**src/design/ers_pkg.sv**
```systemverilog
// ----------------------------------------------------------------------------
// ers_pkg
// Shared constants and the per-beat pipeline record for the exponential
// range-reduction / series datapath.
// ----------------------------------------------------------------------------
package ers_pkg;

  // Field widths
  localparam int ARG_W  = 32;
  localparam int K_W    = 9;
  localparam int MANT_W = 32;
  localparam int TC_W   = 5;
  localparam int Q_W    = 64;

  // ln2 in Q0.52, rounded to nearest
  localparam logic [51:0] LN2_Q52 = 52'hB17217F7D1CF8;

  // floor(2^83 / LN2_Q52): argument * this >> 55 estimates floor(x / ln2)
  localparam logic [31:0] RECIP_LN2 = 32'((128'd1 << 83) / {76'd0, LN2_Q52});

  // 1.0 in Q2.62
  localparam logic [Q_W-1:0] ONE_Q62 = 64'h4000_0000_0000_0000;

  // Reset value of the term count register
  localparam logic [TC_W-1:0] TERM_COUNT_RST = 5'd10;

  // One beat moving down the series chain
  typedef struct packed {
    logic signed [K_W-1:0] k;     // power of two
    logic [Q_W-1:0]        r;     // reduced argument, Q.62
    logic [Q_W-1:0]        term;  // latest series term, Q.62
    logic [Q_W-1:0]        sum;   // running sum, Q.62
    logic                  add;   // term still has to be added to sum
    logic [TC_W-1:0]       n;     // terms to use for this beat
  } ers_item_t;

endpackage

```
**src/design/ers_range_reduce.sv**
```systemverilog
// ----------------------------------------------------------------------------
// ers_range_reduce
// Three-stage split of x into k*ln2 + r with r in [0, ln2).
// Estimate k by reciprocal multiply, form the remainder, then correct by one.
// ----------------------------------------------------------------------------
module ers_range_reduce #(
  parameter int MAX_TERMS = 16
) (
  input  logic                             clk,
  input  logic                             rst_n,
  input  logic                             en,
  input  logic                             in_v,
  input  logic signed [ers_pkg::ARG_W-1:0] in_arg,
  input  logic [ers_pkg::TC_W-1:0]         term_count,
  output logic                             out_v,
  output ers_pkg::ers_item_t               out_item
);

  // Stage 1: k estimate
  logic signed [64:0]                prod;
  logic [ers_pkg::TC_W-1:0]          n_cl;
  logic                              v1_r;
  logic signed [ers_pkg::ARG_W-1:0]  x1_r;
  logic signed [ers_pkg::K_W-1:0]    k1_r;
  logic [ers_pkg::TC_W-1:0]          n1_r;

  assign prod = $signed(in_arg) * $signed({1'b0, ers_pkg::RECIP_LN2});
  assign n_cl = (32'(term_count) > MAX_TERMS) ? ers_pkg::TC_W'(MAX_TERMS) : term_count;

  always_ff @(posedge clk) begin
    if (!rst_n) begin
      v1_r <= 1'b0;
    end else if (en) begin
      v1_r <= in_v;
    end
  end

  always_ff @(posedge clk) begin
    if (en) begin
      x1_r <= in_arg;
      k1_r <= prod[63:55];  // floor via arithmetic shift, fits 9 bits
      n1_r <= n_cl;
    end
  end

  // Stage 2: remainder x*2^28 - k*ln2, within (-ln2, 2*ln2)
  logic signed [59:0]             x52;
  logic signed [61:0]             kl;
  logic signed [61:0]             rem;
  logic                           v2_r;
  logic signed [ers_pkg::K_W-1:0] k2_r;
  logic signed [53:0]             r2_r;
  logic [ers_pkg::TC_W-1:0]       n2_r;

  assign x52 = {x1_r, 28'd0};
  assign kl  = k1_r * $signed({1'b0, ers_pkg::LN2_Q52});
  assign rem = {{2{x52[59]}}, x52} - kl;

  always_ff @(posedge clk) begin
    if (!rst_n) begin
      v2_r <= 1'b0;
    end else if (en) begin
      v2_r <= v1_r;
    end
  end

  always_ff @(posedge clk) begin
    if (en) begin
      k2_r <= k1_r;
      r2_r <= rem[53:0];
      n2_r <= n1_r;
    end
  end

  // Stage 3: pull the remainder into [0, ln2)
  logic signed [53:0]             ln2_w;
  logic signed [53:0]             r_up, r_dn, r_nxt;
  logic signed [ers_pkg::K_W-1:0] k_nxt;
  logic                           r_neg, r_ge;
  logic                           v3_r;
  logic signed [ers_pkg::K_W-1:0] k3_r;
  logic [51:0]                    r3_r;
  logic [ers_pkg::TC_W-1:0]       n3_r;

  assign ln2_w = $signed({2'b00, ers_pkg::LN2_Q52});
  assign r_up  = r2_r + ln2_w;
  assign r_dn  = r2_r - ln2_w;
  assign r_neg = r2_r[53];
  assign r_ge  = !r_neg && (r2_r >= ln2_w);

  always_comb begin
    if (r_neg) begin
      r_nxt = r_up;
      k_nxt = k2_r - 9'sd1;
    end else if (r_ge) begin
      r_nxt = r_dn;
      k_nxt = k2_r + 9'sd1;
    end else begin
      r_nxt = r2_r;
      k_nxt = k2_r;
    end
  end

  always_ff @(posedge clk) begin
    if (!rst_n) begin
      v3_r <= 1'b0;
    end else if (en) begin
      v3_r <= v2_r;
    end
  end

  always_ff @(posedge clk) begin
    if (en) begin
      k3_r <= k_nxt;
      r3_r <= r_nxt[51:0];
      n3_r <= n2_r;
    end
  end

  // Seed the series: term = sum = 1.0, r moved to Q.62
  assign out_v         = v3_r;
  assign out_item.k    = k3_r;
  assign out_item.r    = {2'b00, r3_r, 10'd0};
  assign out_item.term = ers_pkg::ONE_Q62;
  assign out_item.sum  = ers_pkg::ONE_Q62;
  assign out_item.add  = 1'b0;
  assign out_item.n    = n3_r;

endmodule

```
**config.mk**
```make
export PLATFORM = sky130hd
export DESIGN_NAME = ers_range_reduce
export DESIGN_NICKNAME = d
export VERILOG_FILES = /design/src/design/ers_pkg.sv /design/src/design/ers_range_reduce.sv
export SDC_FILE = /design/constraint.sdc
export NUM_CORES = 2
export LEC_CHECK = 0
export ABC_CLOCK_PERIOD_IN_PS = 11070
export BUFFER_PORTS_ARGS = -buffer_cell sky130_fd_sc_hd__clkbuf_2
export CORE_MARGIN = 8
export CORE_UTILIZATION = 55
export DETAILED_ROUTE_END_ITERATION = 16
export GPL_TIMING_DRIVEN = 0
export PLACE_DENSITY_LB_ADDON = 0.12
export SYNTH_ARGS = -nofsm -noshare
export SYNTH_HDL_FRONTEND = slang
export SYNTH_SLANG_ARGS = --single-unit
```
**constraint.sdc**
```tcl
create_clock -name clk -period 11.07 [get_ports clk]
set_input_delay 1.6605 -clock clk [delete_from_list [all_inputs] [get_ports clk]]
set_output_delay 1.6605 -clock clk [all_outputs]
set_load 0.05 [all_outputs]
```
==> results.json <==
{
  "status": "finished, final reports clean",
  "synth_cell_types": 84,
  "syn_inst": 3213,
  "core_area_um2": 59000,
  "path_max_fanout": 9,
  "cp.arrival_ps": 9930,
  "io_buffers": 104,
  "initial_core_util": 0.555,
  "period_needed_ps": 9750,
  "htreeDepth": 4,
  "drv_slew": 0,
  "route.detailed.drc": 0,
  "track_usage": 0.255,
  "drive_gt1_frac": 0.0916,
  "rsz0062_at_grt": "false",
  "worstMarginPinSlew_ps": 969,
  "synth_common_cells": "inv_1, ha_1, fa_1, edfxtp_1, buf_4",
  "postSynthRegisterBits": 169,
  "tritoncts": "built",
  "fmax_mhz": 103,
  "yosysWarnings": 0,
  "cts_made_buffers": 17,
  "clk_pin_slew_ps": 70,
  "wl_um": 85200,
  "crit_type": "flip-flop to flip-flop",
  "routed_via_density": 5.28,
  "cts_sinks": 169,
  "final.setup.tns_ps": 0,
  "drtIter0Drc": 1138,
  "syn_area_per_cell_um2": 10.2,
  "synth_area_um2": 32800,
  "cp-end-kind": "flip-flop",
  "hold_viol": 0,
  "ios": 249,
  "clk_path_buf_depth": 2,
  "hold_path_class": "flip-flop to flip-flop",
  "diodes": 0,
  "drt.antenna.violating_nets": 0,
  "fin_area_um2": 35400,
  "cp-start-kind": "flip-flop",
  "overflow": 0,
  "ctsResizeCount": 0,
  "setup_viol": 0,
  "timing.final.crit_share": 0.881,
  "nets": 4602,
  "dpl_cell_area_um2": 34800,
  "cts_setup_buffers": 0,
  "place_congestion": 0.949,
  "grt_max_degree": 124,
  "num_vias": 22526,
  "place_hpwl_um": 74000,
  "hold_depth": 0,
  "required_ps": 11250,
  "firstDrtPassIters": 5,
  "grt_pass1_vias": 24351,
  "synth_ff_type": "edfxtp_1",
  "area_growth_syn_to_layout_pct": 7.95,
  "grt_first_pass_wirelength_um": 134000,
  "synth_top_cell_area_share": 0.292,
  "ys_async_sr_fraction": 0,
  "hold_buffers": 0,
  "wl_per_cell_um": 20.0,
  "ys_top_cells_by_area": "fa_1, ha_1, edfxtp_1, inv_1, buf_4",
  "dieHeight_um": 260,
  "r2r_cells": 23,
  "post-synth-top-count-cell": "inv_1",
  "synth_edf_count": 166,
  "yosysSeqAreaShare": 0.154,
  "root_buffer": "clkbuf_16",
  "slew_headroom": 0.344,
  "finalClockSkew_ps": 13.3,
  "n_fill_cell": 5165,
  "synth_area_leader_cell": "fa_1",
  "rows": 89,
  "clk_latency_ps": 460,
  "antenna_found_initial": 0,
  "die_area_um2": 67700,
  "cap_violations": 0,
  "die_x_um": 260
}
critical path: stages, from the launching register on:
cell and delay (ps):
edfxtp_1 700, fa_1 1010, inv_1 270, fa_1 560, fa_1 460, fa_1 600, inv_1 50, ha_1 290
ha_1 390, a21oi_1 200, o221ai_1 150, or2_2 320, o31a_1 290, a2111oi_0 770, nor2_1 230, a21boi_0 430
xor2_1 380, ha_1 310, clkbuf_1 200, nand2_1 130, o21ai_0 150, o41a_1 500, o221ai_1 460, xnor3_1 590
cell usage in the layout, fill, tap and decap left out, drive strengths merged, types with 6 or more instances in the layout:
cell type / instances
a31oi: 17
a21o: 53
nor4: 15
nor3b: 8
ha: 603
o21bai: 16
inv: 773
o21a: 13
a21oi: 110
clkinv: 7
or3: 11
conb: 144
a22oi: 6
nor2b: 26
o31ai: 17
edfxtp: 166
buf: 156
nand4: 25
xor2: 69
nand2: 102
fa: 479
a41oi: 10
xnor2: 93
and2: 15
and3: 22
nand2b: 17
clkbuf: 158
nand3: 43
o21ai: 69
nor3: 33
or2: 14
o211ai: 10
a211oi: 6
a21boi: 8
nor2: 83
routing by layer:
metal  up-vias  global-route usage  share of wire
li1      10711                   -              -
met4         0              0.0896          0.035
met3       138              0.0335          0.043
met1     11190               0.309           0.40
met2       487               0.463           0.52
met5         -                   0              0
stage by stage:
step,util,hold WS [ps],setup WS (ps),std cells
after detailed placement,0.590,406,1250,4233
after global placement,0.590,400,792,4232
after CTS,0.600,412,1280,4265
after global routing,0.600,412,928,4265
after floorplan,-,400,2980,3355
final,0.600,411,1320,4265
path summary, 6_finish.rpt:
path	start	end	slack [ps]
hold / removal	n2_r[4]	n3_r[4]	410
hold reg to reg	n2_r[4]	n3_r[4]	410
setup reg to reg	k1_r[4]	r2_r[53]	1320
setup / recovery	k1_r[4]	r2_r[53]	1320
layout make-up:
type	count	area, um2	area share
multi-input combinational	2227	24100	0.681
sequential	169	5040	0.143
inverter	768	2880	0.0815
buffer	191	1270	0.0360
tap	773	967	0.0273
timing repair buffer	105	557	0.0157
clock buffer	18	429	0.0121
clock inverter	14	120	0.00339
logic make-up after synthesis:
| logic type | after synthesis | share of synthesized area |
|---|---|---|
| AOI/OAI and AO/OA | 401 | 0.0826 |
| xor gates and xnor gates | 163 | 0.0440 |
| adders and majority gates | 1082 | 0.523 |
| buffers and inverters | 959 | 0.127 |
| DFF | 169 | 0.154 |
| muxes | 5 | 0.00153 |
| other | 2 | 0.000229 |
| and+or+nand+nor | 432 | 0.0684 |
state kept, by name (all words and copies together), names as in the netlist:
register  count
v1_r          1
n3_r          5
v2_r          1
x1_r         26
n1_r          5
r2_r         50
out_v         1
n2_r          5
r3_r         48
k3_r          9
k1_r          9
k2_r          9
Power is left out: the tool's default activity adds up to more than one toggle a clock period on the data nets, which glitch-free logic cannot reach.
